===== src/hdl/drrip_pkg.sv =====
package drrip_pkg;

    localparam int SET_IN_W = 11;
    localparam int WAY_W    = 4;
    localparam int ADDR_W   = 8;
    localparam int DRAW_W   = 5;
    localparam int SCORE_W  = 4;
    localparam int RRPV_W   = 2;
    localparam int PSEL_W   = 10;
    localparam int THR_W    = 4;

    localparam logic FUNC_VICTIM = 1'b0;
    localparam logic FUNC_UPDATE = 1'b1;

    localparam logic [RRPV_W-1:0] RRPV_NEAR  = 2'd0;
    localparam logic [RRPV_W-1:0] RRPV_LONG  = 2'd2;
    localparam logic [RRPV_W-1:0] RRPV_MAX   = 2'd3;
    localparam logic [RRPV_W-1:0] RRPV_RESET = 2'd2;

    localparam logic [SCORE_W-1:0] SCORE_MAX    = 4'd15;
    localparam logic [THR_W-1:0]   THRESH_RESET = 4'd10;

    localparam logic [PSEL_W-1:0] PSEL_INIT = 10'd512;
    localparam logic [PSEL_W-1:0] PSEL_MAX  = 10'd1023;

    typedef struct packed {
        logic                func;
        logic [WAY_W-1:0]    way;
        logic [ADDR_W-1:0]   addr;
        logic                hit;
        logic [DRAW_W-1:0]   draw;
    } drrip_req_t;

    typedef struct packed {
        logic [SCORE_W-1:0] score;
        logic [ADDR_W-1:0]  last;
    } drrip_side_t;

    typedef struct packed {
        logic             lead_s;
        logic             lead_b;
        logic             srrip_wins;
        logic [THR_W-1:0] thresh;
    } drrip_pol_t;

    typedef struct packed {
        logic              streaming;
        logic [RRPV_W-1:0] ins;
        logic [WAY_W-1:0]  victim;
    } drrip_res_t;

endpackage


===== src/hdl/drrip_row_update.sv =====
module drrip_row_update #(
    parameter int NUM_WAYS = 16
) (
    input  logic [2*NUM_WAYS-1:0] row_in,
    input  drrip_pkg::drrip_side_t side_in,
    input  drrip_pkg::drrip_req_t  req,
    input  drrip_pkg::drrip_pol_t  pol,
    output logic [2*NUM_WAYS-1:0] row_out,
    output drrip_pkg::drrip_side_t side_out,
    output drrip_pkg::drrip_res_t  res
);

    logic                                any3;
    logic                                any_hi;
    logic                                any_lo;
    logic [drrip_pkg::RRPV_W-1:0]        maxv;
    logic [drrip_pkg::RRPV_W-1:0]        age;
    logic [2*NUM_WAYS-1:0]               aged;
    logic [2*NUM_WAYS-1:0]               row_upd;
    logic [drrip_pkg::WAY_W-1:0]         victim;
    logic [drrip_pkg::ADDR_W-1:0]        delta;
    logic                                stride;
    logic [drrip_pkg::SCORE_W-1:0]       score_upd;
    logic                                stream_upd;
    logic                                brrip_ins;
    logic [drrip_pkg::RRPV_W-1:0]        brrip_val;
    logic [drrip_pkg::RRPV_W-1:0]        ins;

    // aging: lift every way by the distance of the largest value to 3
    always_comb begin
        any3   = 1'b0;
        any_hi = 1'b0;
        any_lo = 1'b0;
        for (int w = 0; w < NUM_WAYS; w++) begin
            any3   = any3 | (row_in[2*w +: 2] == drrip_pkg::RRPV_MAX);
            any_hi = any_hi | row_in[2*w + 1];
            any_lo = any_lo | row_in[2*w];
        end
        if (any3) begin
            maxv = drrip_pkg::RRPV_MAX;
        end else if (any_hi) begin
            maxv = 2'd2;
        end else if (any_lo) begin
            maxv = 2'd1;
        end else begin
            maxv = 2'd0;
        end
        age = drrip_pkg::RRPV_MAX - maxv;
        for (int w = 0; w < NUM_WAYS; w++) begin
            aged[2*w +: 2] = row_in[2*w +: 2] + age;
        end
        victim = '0;
        for (int w = NUM_WAYS - 1; w >= 0; w--) begin
            if (aged[2*w +: 2] == drrip_pkg::RRPV_MAX) begin
                victim = drrip_pkg::WAY_W'(w);
            end
        end
    end

    // stride test keeps the comparison of delta with the stored byte
    always_comb begin
        delta  = req.addr - side_in.last;
        stride = (side_in.last != '0) &&
                 ((delta == side_in.last) || (delta == 8'd1) || (delta == 8'hFF));
        if (stride) begin
            score_upd = (side_in.score != drrip_pkg::SCORE_MAX) ?
                        side_in.score + 4'd1 : side_in.score;
        end else begin
            score_upd = (side_in.score != '0) ? side_in.score - 4'd1 : side_in.score;
        end
        stream_upd = (score_upd >= pol.thresh);
    end

    always_comb begin
        brrip_val = (req.draw == '0) ? drrip_pkg::RRPV_NEAR : drrip_pkg::RRPV_LONG;
        brrip_ins = pol.lead_b || (!pol.lead_s && !pol.srrip_wins);
        if (req.hit) begin
            ins = drrip_pkg::RRPV_NEAR;
        end else if (stream_upd) begin
            ins = drrip_pkg::RRPV_MAX;
        end else if (brrip_ins && !pol.lead_s) begin
            ins = brrip_val;
        end else begin
            ins = drrip_pkg::RRPV_NEAR;
        end
        // an out of range way matches no slot, so the write is dropped
        row_upd = row_in;
        for (int w = 0; w < NUM_WAYS; w++) begin
            if (int'(req.way) == w) begin
                row_upd[2*w +: 2] = ins;
            end
        end
    end

    always_comb begin
        if (req.func == drrip_pkg::FUNC_VICTIM) begin
            row_out       = aged;
            side_out      = side_in;
            res.victim    = victim;
            res.ins       = drrip_pkg::RRPV_MAX;
            res.streaming = (side_in.score >= pol.thresh);
        end else begin
            row_out        = row_upd;
            side_out.score = score_upd;
            side_out.last  = req.addr;
            res.victim     = req.way;
            res.ins        = ins;
            res.streaming  = stream_upd;
        end
    end

endmodule


===== config.mk =====
export PLATFORM = sky130hd
export DESIGN_NAME = drrip_row_update
export DESIGN_NICKNAME = d
export VERILOG_FILES = /design/src/hdl/drrip_pkg.sv /design/src/hdl/drrip_row_update.sv
export SDC_FILE = /design/constraint.sdc
export NUM_CORES = 1
export LEC_CHECK = 0
export CORE_MARGIN = 1.5
export CORE_UTILIZATION = 37
export DETAILED_ROUTE_END_ITERATION = 10
export DONT_BUFFER_PORTS = 1
export PLACE_DENSITY = 0.53
export REMOVE_ABC_BUFFERS = 1
export SLEW_MARGIN = 10
export SYNTH_ARGS = -nofsm -noshare
export SYNTH_HDL_FRONTEND = slang
export SYNTH_SLANG_ARGS = --single-unit
export TNS_END_PERCENT = 50

===== constraint.sdc =====
create_clock -name vclk -period 18.5
set_clock_uncertainty 0.1 [all_clocks]
set_input_delay 3.7 -clock vclk [all_inputs]
set_output_delay 3.7 -clock vclk [all_outputs]
set_load 0.03 [all_outputs]

==> flow_metrics.py, run 1 <==
metrics = {
    "outcome": {
        "outcome": "complete, no violations",
    },
    "floorplan": {
        "dieArea_um2": 8630,
        "core-area_um2": 7770,
        "die_w_um": 92.9,
        "start_util_pct": 38.5,
        "pin_count": 121,
        "die_h_um": 92.9,
        "num_rows": 32,
    },
    "worst_setup_path": {
        "path_class": "input pin to output pin",
        "worst_ep_arrival_time_ps": 9290,
        "setup.worst_path.end_class": "output pin",
        "required_ps": 14700,
        "startpoint_type": "input pin",
        "cp_max_fo": 13,
    },
    "cts": {
        "cts.hold.buffers_added": 0,
        "cts-resized-gates": 0,
        "postCtsSetupBuffers": 0,
    },
    "routing": {
        "wl_per_cell_um": 18.2,
        "vias_per_cell": 6.11,
        "drt_iter0_drc": 94,
        "totalWireLength_um": 9880,
        "num_vias": 3323,
        "dr.pass1.iters": 4,
        "drtAntennaViolNets": 0,
        "drc": 0,
    },
    "cells_and_area": {
        "diodes": 0,
        "syn2layout_area_growth_pct": 2.22,
        "seq_area_um2": 0,
        "fillers": 880,
        "drive_gt1_share_pct": 3.85,
        "seq_cells": 0,
        "final_cells": 544,
        "fin_area_um2": 3060,
        "nets": 548,
        "clkbuf_count": 0,
    },
    "sta": {
        "finalMaxSlewViolations": 0,
        "fmax_mhz": 76.4,
        "worstMarginPinSlew_ps": 1070,
        "fin_ws_ps": 5410,
        "min_period_ps": 13090,
        "finalSetupViolations": 0,
        "maxSlewHeadroom_pct": 27.9,
        "hold_viol": 0,
        "holdWs_ps": 7490,
        "grt_setup_unrepaired": "false",
        "tns_ps": 0,
        "fin_crit_sh_pct": 70.7,
    },
    "power": {
        "peakVddDrop_uv": 11.8,
        "p_sw_share_pct": 67.1,
        "switchingPower_mw": 0.0607,
        "power_frac_comb_pct": 100.0,
        "total_leakage_power_nw": 1.23,
        "p_int_mw": 0.0297,
        "pwr_density_cell_nw_per_um2": 29.6,
        "pwr-share-clk_pct": 0,
        "p_seq_share_pct": 0,
    },
    "global_route": {
        "grt_antenna_before_repair": 0,
        "grt_overflow": 0,
        "grt_pass1_vias": 3121,
        "grt_max_degree": 90,
        "grt_pass1_wl_um": 15800,
        "track_usage_pct": 22.0,
    },
    "placement": {
        "dp_hpwl_um": 8050,
        "port_buffers": 0,
        "placed_cells": 544,
        "gp_congestion": 0.925,
        "place_ws_ps": 5310,
        "place_area_um2": 3060,
    },
    "synth": {
        "avgSynthCellArea_um2": 6.50,
        "syn-cell-area_um2": 2990,
        "synth.distinct_cells": 56,
        "synth.yosys.seq_area_share_pct": 0,
        "yosysWarningCount": 0,
        "syn_inst": 460,
    },
    "worst_hold_path": {
        "min_path_type": "input pin to output pin",
    },
    "run": {
        "max_cap_violations": 0,
    },
}
-- cells in the mapped netlist, types with 2 or more instances --
library cell	number	area share, %
o31ai_1	3	0.75
o21ai_0	26	4.3
and3_1	5	1.0
clkbuf_1	17	2.1
inv_1	23	2.9
a211oi_1	15	3.8
o211ai_1	3	0.75
nand2b_1	8	1.7
nand4_1	6	1.3
or4_1	3	0.75
a21oi_1	44	7.4
and2_1	7	1.5
ha_1	33	14
nor3_1	16	2.7
nand2_1	49	6.1
a21o_1	4	1.0
mux2_2	2	0.75
xor2_1	18	5.3
or3_1	5	1.0
mux2i_1	18	6.0
a22oi_1	11	2.8
buf_4	2	0.50
nor4_1	12	2.5
nor2b_1	4	0.84
o21a_1	3	0.75
xnor2_1	20	5.9
nor2_1	53	6.6
o21bai_1	2	0.50
a221oi_1	12	3.5
nand3_1	8	1.3
o21ai_1	3	0.50
-- cells by family (layout without fill, tap and decap cells) --
kind of cell,after synthesis,count (layout),synth area share [%]
adder cells (fa/ha/maj),34,34,14.5
XOR/XNOR,38,38,11.1
buffers and inverters,44,26,6.06
AO/OA/AOI/OAI,141,141,32.2
multiplexers,20,20,6.78
AND/OR/NAND/NOR,183,183,29.4
-- layout make-up --
class / count / area, µm² / area share [%]
multi-input cells: 416 / 2820 / 92.3
well taps: 102 / 128 / 4.17
inverters: 23 / 86.3 / 2.82
repair buffers: 3 / 22.5 / 0.736
-- layout by cell type, fill, tap and decap left out, types with 2 or more instances in the layout --
cell type,count
nor2_1,53
nand2_1,49
a21oi_1,44
ha_1,33
o21ai_0,26
inv_1,23
xnor2_1,20
xor2_1,18
mux2i_1,18
nor3_1,15
a211oi_1,15
nor4_1,12
a221oi_1,12
a22oi_1,11
nand2b_1,8
nand3_1,8
and2_1,7
nand4_1,6
or3_1,5
and3_1,5
nor2b_1,4
a21o_1,4
o21ai_1,3
or4_1,3
o211ai_1,3
o21a_1,3
o31ai_1,3
buf_4,3
o21bai_1,2
mux2_2,2
-- power by group through the flow --
stage,registers (mW),clock network (mW),logic (mW)
global placement,0,0,0.0900
detailed placement,0,0,0.0904
floorplan,0,0,0.0762
global route,0,0,0.0995
finish,0,0,0.0904
CTS,0,0,0.0909
-- worst max-delay path, cell delays in order --
cell and delay [ps]:
inv_1 40, ha_1 140, inv_1 50, fa_1 480, xor2_1 170, a311oi_2 200, o211ai_1 130, nor4_1 360
nand4b_1 200, o311ai_4 360, o221ai_2 240, and2_1 290, a21oi_1 190, xnor2_1 140, ha_1 240, nand2b_1 140
a21o_1 180, a21o_1 170, a21oi_1 350, a21oi_1 210, nor2_1 800, a221oi_1 510
-- worst paths after layout --
check     from     endpoint  cells past startpoint
max     req[6]   row_out[9]                     22
min    req[18]  row_out[12]                      1
-- layer usage --
metal | up-vias | wire, µm | global-route usage (%) | share of wire [%]
li1 | 1672 | - | - | -
met1 | 1525 | 4280 | 27.9 | 43
met2 | 114 | 4800 | 39.5 | 49
met3 | 12 | 629 | 3.12 | 6.4
met4 | 0 | 167 | 4.04 | 1.7
met5 | - | 0 | 0 | 0
-- stage by stage --
step                total power, mW  util (%)
global route                 0.0995      39.4
global placement             0.0900      39.4
detailed placement           0.0904      39.4
CTS                          0.0909      39.4
finish                       0.0904      39.4
floorplan                    0.0762         -
(Power assumes the default switching activity.)
==> inputs of run 2 (changes only) <==
--- a/config.mk
+++ b/config.mk
@@ -9,7 +9,7 @@
 export CORE_UTILIZATION = 37
 export DETAILED_ROUTE_END_ITERATION = 10
 export DONT_BUFFER_PORTS = 1
-export PLACE_DENSITY = 0.53
+export PLACE_DENSITY = 0.55
 export REMOVE_ABC_BUFFERS = 1
 export SLEW_MARGIN = 10
 export SYNTH_ARGS = -nofsm -noshare
==> constraint.sdc (replaced) <==
create_clock -name vclk -period 10.7
set_clock_uncertainty 0.1 [all_clocks]
set_input_delay 2.14 -clock vclk [all_inputs]
set_output_delay 2.14 -clock vclk [all_outputs]
set_load 0.03 [all_outputs]
==> flow_metrics.py, run 2 (synthesis results as in run 1) <==
metrics = {
    "outcome": {
        "outcome": "complete, no violations",
    },
    "worst_setup_path": {
        "path_class": "input pin to output pin",
        "worst_ep_arrival_time_ps": 7240,
        "crit_family": "compound AO/OA/AOI/OAI gates",
        "endpoint": "row_out[17]",
        "slowest_stage": "a221oi_1",
        "cp_max_fo": 13,
        "cpMostUsedCell": "a21oi_1",
        "cpPeakStageDelay_ps": 910,
        "cp.depth": 23,
        "required_ps": 8460,
        "startpoint_type": "input pin",
        "setup.worst_path.end_class": "output pin",
        "crit_path_start": "req[6]",
        "path_cells": "inv_1, ha_1, inv_1, fa_1, xor2_1, a311oi_2, o211ai_1, nor4_1, nand4b_1, o311ai_4, o2111ai_4, and2_1, a21oi_1, xnor2_1, ha_1, nand2b_1, a21o_1, a21o_1, a21oi_1, a21oi_1, nor2_1, buf_4, a221oi_1",
        "path_buf_inv": 3,
    },
    "cells_and_area": {
        "layout_commonest_cell": "nor2_1",
        "drive_gt1_share_pct": 4.71,
        "clkbuf_count": 0,
        "fillers": 851,
        "final_util_pct": 39.8,
        "nets": 552,
        "seq_area_um2": 0,
        "fin_area_um2": 3090,
        "diodes": 0,
        "syn2layout_area_growth_pct": 3.22,
        "seq_cells": 0,
        "layout_common_cells": "nor2_1 (53), nand2_1 (49), a21oi_1 (44)",
    },
    "global_route": {
        "grt_pass1_vias": 3023,
        "grt_max_degree": 90,
        "grt_pass1_wl_um": 15400,
        "grt_antenna_before_repair": 0,
        "track_usage_pct": 21.6,
        "grt_overflow": 0,
    },
    "floorplan": {
        "core-area_um2": 7770,
        "dieArea_um2": 8630,
        "start_util_pct": 38.5,
        "num_rows": 32,
        "die_w_um": 92.9,
        "pin_count": 121,
        "die_h_um": 92.9,
    },
    "sta": {
        "finalSetupViolations": 0,
        "fmax_mhz": 105,
        "hold_viol": 0,
        "fin_crit_sh_pct": 88.6,
        "finalMaxSlewViolations": 0,
        "min_period_ps": 9480,
        "worstMarginPinSlew_ps": 1040,
        "tns_ps": 0,
        "fin_ws_ps": 1220,
        "maxSlewHeadroom_pct": 29.8,
        "grt_setup_unrepaired": "false",
    },
    "placement": {
        "place_ws_ps": 1230,
        "place_area_um2": 3090,
        "port_buffers": 0,
        "dp_hpwl_um": 7940,
        "gp_congestion": 0.908,
    },
    "power": {
        "pwr_density_cell_nw_per_um2": 51.3,
        "total_leakage_power_nw": 1.25,
        "total_power_mw": 0.158,
        "peakVddDrop_uv": 22.8,
    },
    "routing": {
        "wl_per_cell_um": 17.9,
        "totalWireLength_um": 9820,
        "drc": 0,
        "drtAntennaViolNets": 0,
        "drt_iter0_drc": 158,
        "num_vias": 3354,
        "vias_per_cell": 6.12,
        "dr.pass1.iters": 5,
    },
    "cts": {
        "cts-resized-gates": 0,
        "postCtsSetupBuffers": 0,
        "cts.hold.buffers_added": 0,
    },
    "worst_hold_path": {
        "min_path_type": "input pin to output pin",
    },
    "run": {
        "max_cap_violations": 0,
    },
}
==> run 2: cell count changes in the layout (fill, tap and decap cells not counted), sizes merged <==
cell,delta
buf,+4
==> run 2: per-stage QoR <==
step	instances	hold WS [ps]
2_1_floorplan	439	4360
3_3_place_gp	548	4370
3_5_place_dp	548	4380
4_1_cts	548	4380
5_1_grt	548	4370
6_report	548	4370
==> run 2: area by class of cell <==
class / count / area, µm² / share of cell area [%]
multi-input combinational: 416 / 2820 / 91.4
inverter: 23 / 86.3 / 2.80
timing repair buffer: 7 / 52.6 / 1.70
tap: 102 / 128 / 4.13
==> run 2: worst min-delay path by stage <==
stage,start,cells past startpoint,to
CTS,req[18],1,row_out[10]
global route,req[18],1,row_out[14]
finish,req[18],1,row_out[10]
floorplan,req[18],1,row_out[0]
detailed placement,req[18],1,row_out[10]
global placement,req[18],1,row_out[8]
==> run 2: metal layers <==
metal | wire length, µm | vias up | GRT usage (%)
met5 | 0 | - | 0
met1 | 3940 | 1509 | 26.7
li1 | - | 1681 | -
met2 | 4830 | 150 | 39.4
met3 | 924 | 14 | 3.78
met4 | 131 | 0 | 3.54
==> run 2: power breakdown <==
part	internal (mW)	total, mW	switching [mW]
logic	0.0529	0.158	0.105
registers	0	0	0
clock network	0	0	0
==> inputs of run 3 (changes only) <==
--- a/config.mk
+++ b/config.mk
@@ -5,6 +5,7 @@
 export SDC_FILE = /design/constraint.sdc
 export NUM_CORES = 1
 export LEC_CHECK = 0
+export ABC_AREA = 0
 export CORE_MARGIN = 1.5
 export CORE_UTILIZATION = 37
 export DETAILED_ROUTE_END_ITERATION = 10
==> constraint.sdc (replaced) <==
create_clock -name vclk -period 10.7
set_clock_uncertainty 0.1 [all_clocks]
set_input_delay 1.07 -clock vclk [all_inputs]
set_output_delay 1.07 -clock vclk [all_outputs]
set_load 0.03 [all_outputs]
==> flow_metrics.py, run 3 (synthesis results as in run 1) <==
metrics = {
    "worst_setup_path": {
        "worst_ep_arrival_time_ps": 6600,
        "slowest_stage": "nor2_1",
        "path_cells": "inv_1, ha_1, inv_1, fa_1, xor2_1, a311oi_2, o211ai_1, nor4_1, nand4b_1, o311ai_4, o221ai_2, and2_1, a21oi_1, xnor2_1, ha_1, nand2b_1, a21o_1, a21o_1, a21oi_1, a21oi_1, nor2_1, a221oi_1",
        "cp.depth": 22,
        "cpMostUsedCell": "a21oi_1",
        "crit_family": "compound AO/OA/AOI/OAI gates",
        "cpPeakStageDelay_ps": 780,
        "required_ps": 9530,
        "cp_max_fo": 13,
        "path_class": "input pin to output pin",
        "setup.worst_path.end_class": "output pin",
        "startpoint_type": "input pin",
        "path_buf_inv": 2,
    },
    "cts": {
        "cts-resized-gates": 0,
        "cts.hold.buffers_added": 0,
        "postCtsSetupBuffers": 0,
    },
    "power": {
        "total_leakage_power_nw": 1.22,
        "peakVddDrop_uv": 19.2,
        "pwr_density_cell_nw_per_um2": 50.9,
        "total_power_mw": 0.155,
    },
    "sta": {
        "fin_crit_sh_pct": 72.6,
        "hold_viol": 0,
        "finalMaxSlewViolations": 0,
        "fmax_mhz": 129,
        "finalSetupViolations": 0,
        "holdWs_ps": 2240,
        "grt_setup_unrepaired": "false",
        "maxSlewHeadroom_pct": 20.6,
        "min_period_ps": 7770,
        "tns_ps": 0,
        "fin_ws_ps": 2930,
        "worstMarginPinSlew_ps": 1190,
    },
    "cells_and_area": {
        "clkbuf_count": 0,
        "multi_input_area_um2": 2820,
        "seq_area_um2": 0,
        "diodes": 0,
        "drive_gt1_share_pct": 3.63,
        "fillers": 858,
        "layout_commonest_cell": "nor2_1",
        "final_cells": 543,
        "seq_cells": 0,
        "fin_area_um2": 3050,
        "nets": 547,
        "layout_common_cells": "nor2_1 (53), nand2_1 (49), a21oi_1 (44)",
        "final_util_pct": 39.3,
        "syn2layout_area_growth_pct": 1.97,
    },
    "floorplan": {
        "dieArea_um2": 8630,
        "die_w_um": 92.9,
        "start_util_pct": 38.5,
        "die_h_um": 92.9,
        "num_rows": 32,
        "core-area_um2": 7770,
        "pin_count": 121,
    },
    "global_route": {
        "grt_max_degree": 90,
        "track_usage_pct": 21.7,
        "grt_antenna_before_repair": 0,
        "grt_pass1_vias": 2966,
        "grt_pass1_wl_um": 15300,
        "grt_overflow": 0,
    },
    "placement": {
        "gp_congestion": 0.910,
        "place_area_um2": 3050,
        "dp_hpwl_um": 7950,
        "place_ws_ps": 2820,
        "port_buffers": 0,
        "placed_cells": 543,
    },
    "routing": {
        "totalWireLength_um": 9810,
        "wl_per_cell_um": 18.1,
        "drtAntennaViolNets": 0,
        "vias_per_cell": 6.13,
        "dr.pass1.iters": 4,
        "drc": 0,
        "drt_iter0_drc": 172,
        "num_vias": 3330,
    },
    "run": {
        "max_cap_violations": 0,
    },
    "worst_hold_path": {
        "min_path_type": "input pin to output pin",
        "min_path_cells": 1,
    },
    "outcome": {
        "outcome": "complete, no violations",
    },
}
==> run 3: cell types whose count changed in the layout (fill, tap and decap cells not counted) <==
cell | before | now
buf_4 | 7 | 2
==> run 3: power by group <==
group	switching, mW	internal, mW
logic	0.104	0.0508
clock network	0	0
registers	0	0
==> run 3: worst paths after layout <==
| kind | startpoint | endpoint | slack (ps) |
|---|---|---|---|
| worst max-delay path | req[6] | row_out[17] | 2930 |
| worst min-delay path | row_in[19] | row_out[19] | 2240 |
==> run 3: per-layer routing <==
metal	wire length, µm	GRT usage, %	share of wire (%)	vias up
li1	-	-	-	1682
met5	0	0	0	-
met4	133	3.91	1.4	0
met3	819	4.11	8.3	10
met1	4160	27.0	42	1508
met2	4690	38.6	48	130
==> run 3: layout make-up <==
type	count	share of cell area (%)
inverter	23	2.83
multi-input combinational	416	92.5
tap	102	4.18
timing repair buffer	2	0.492
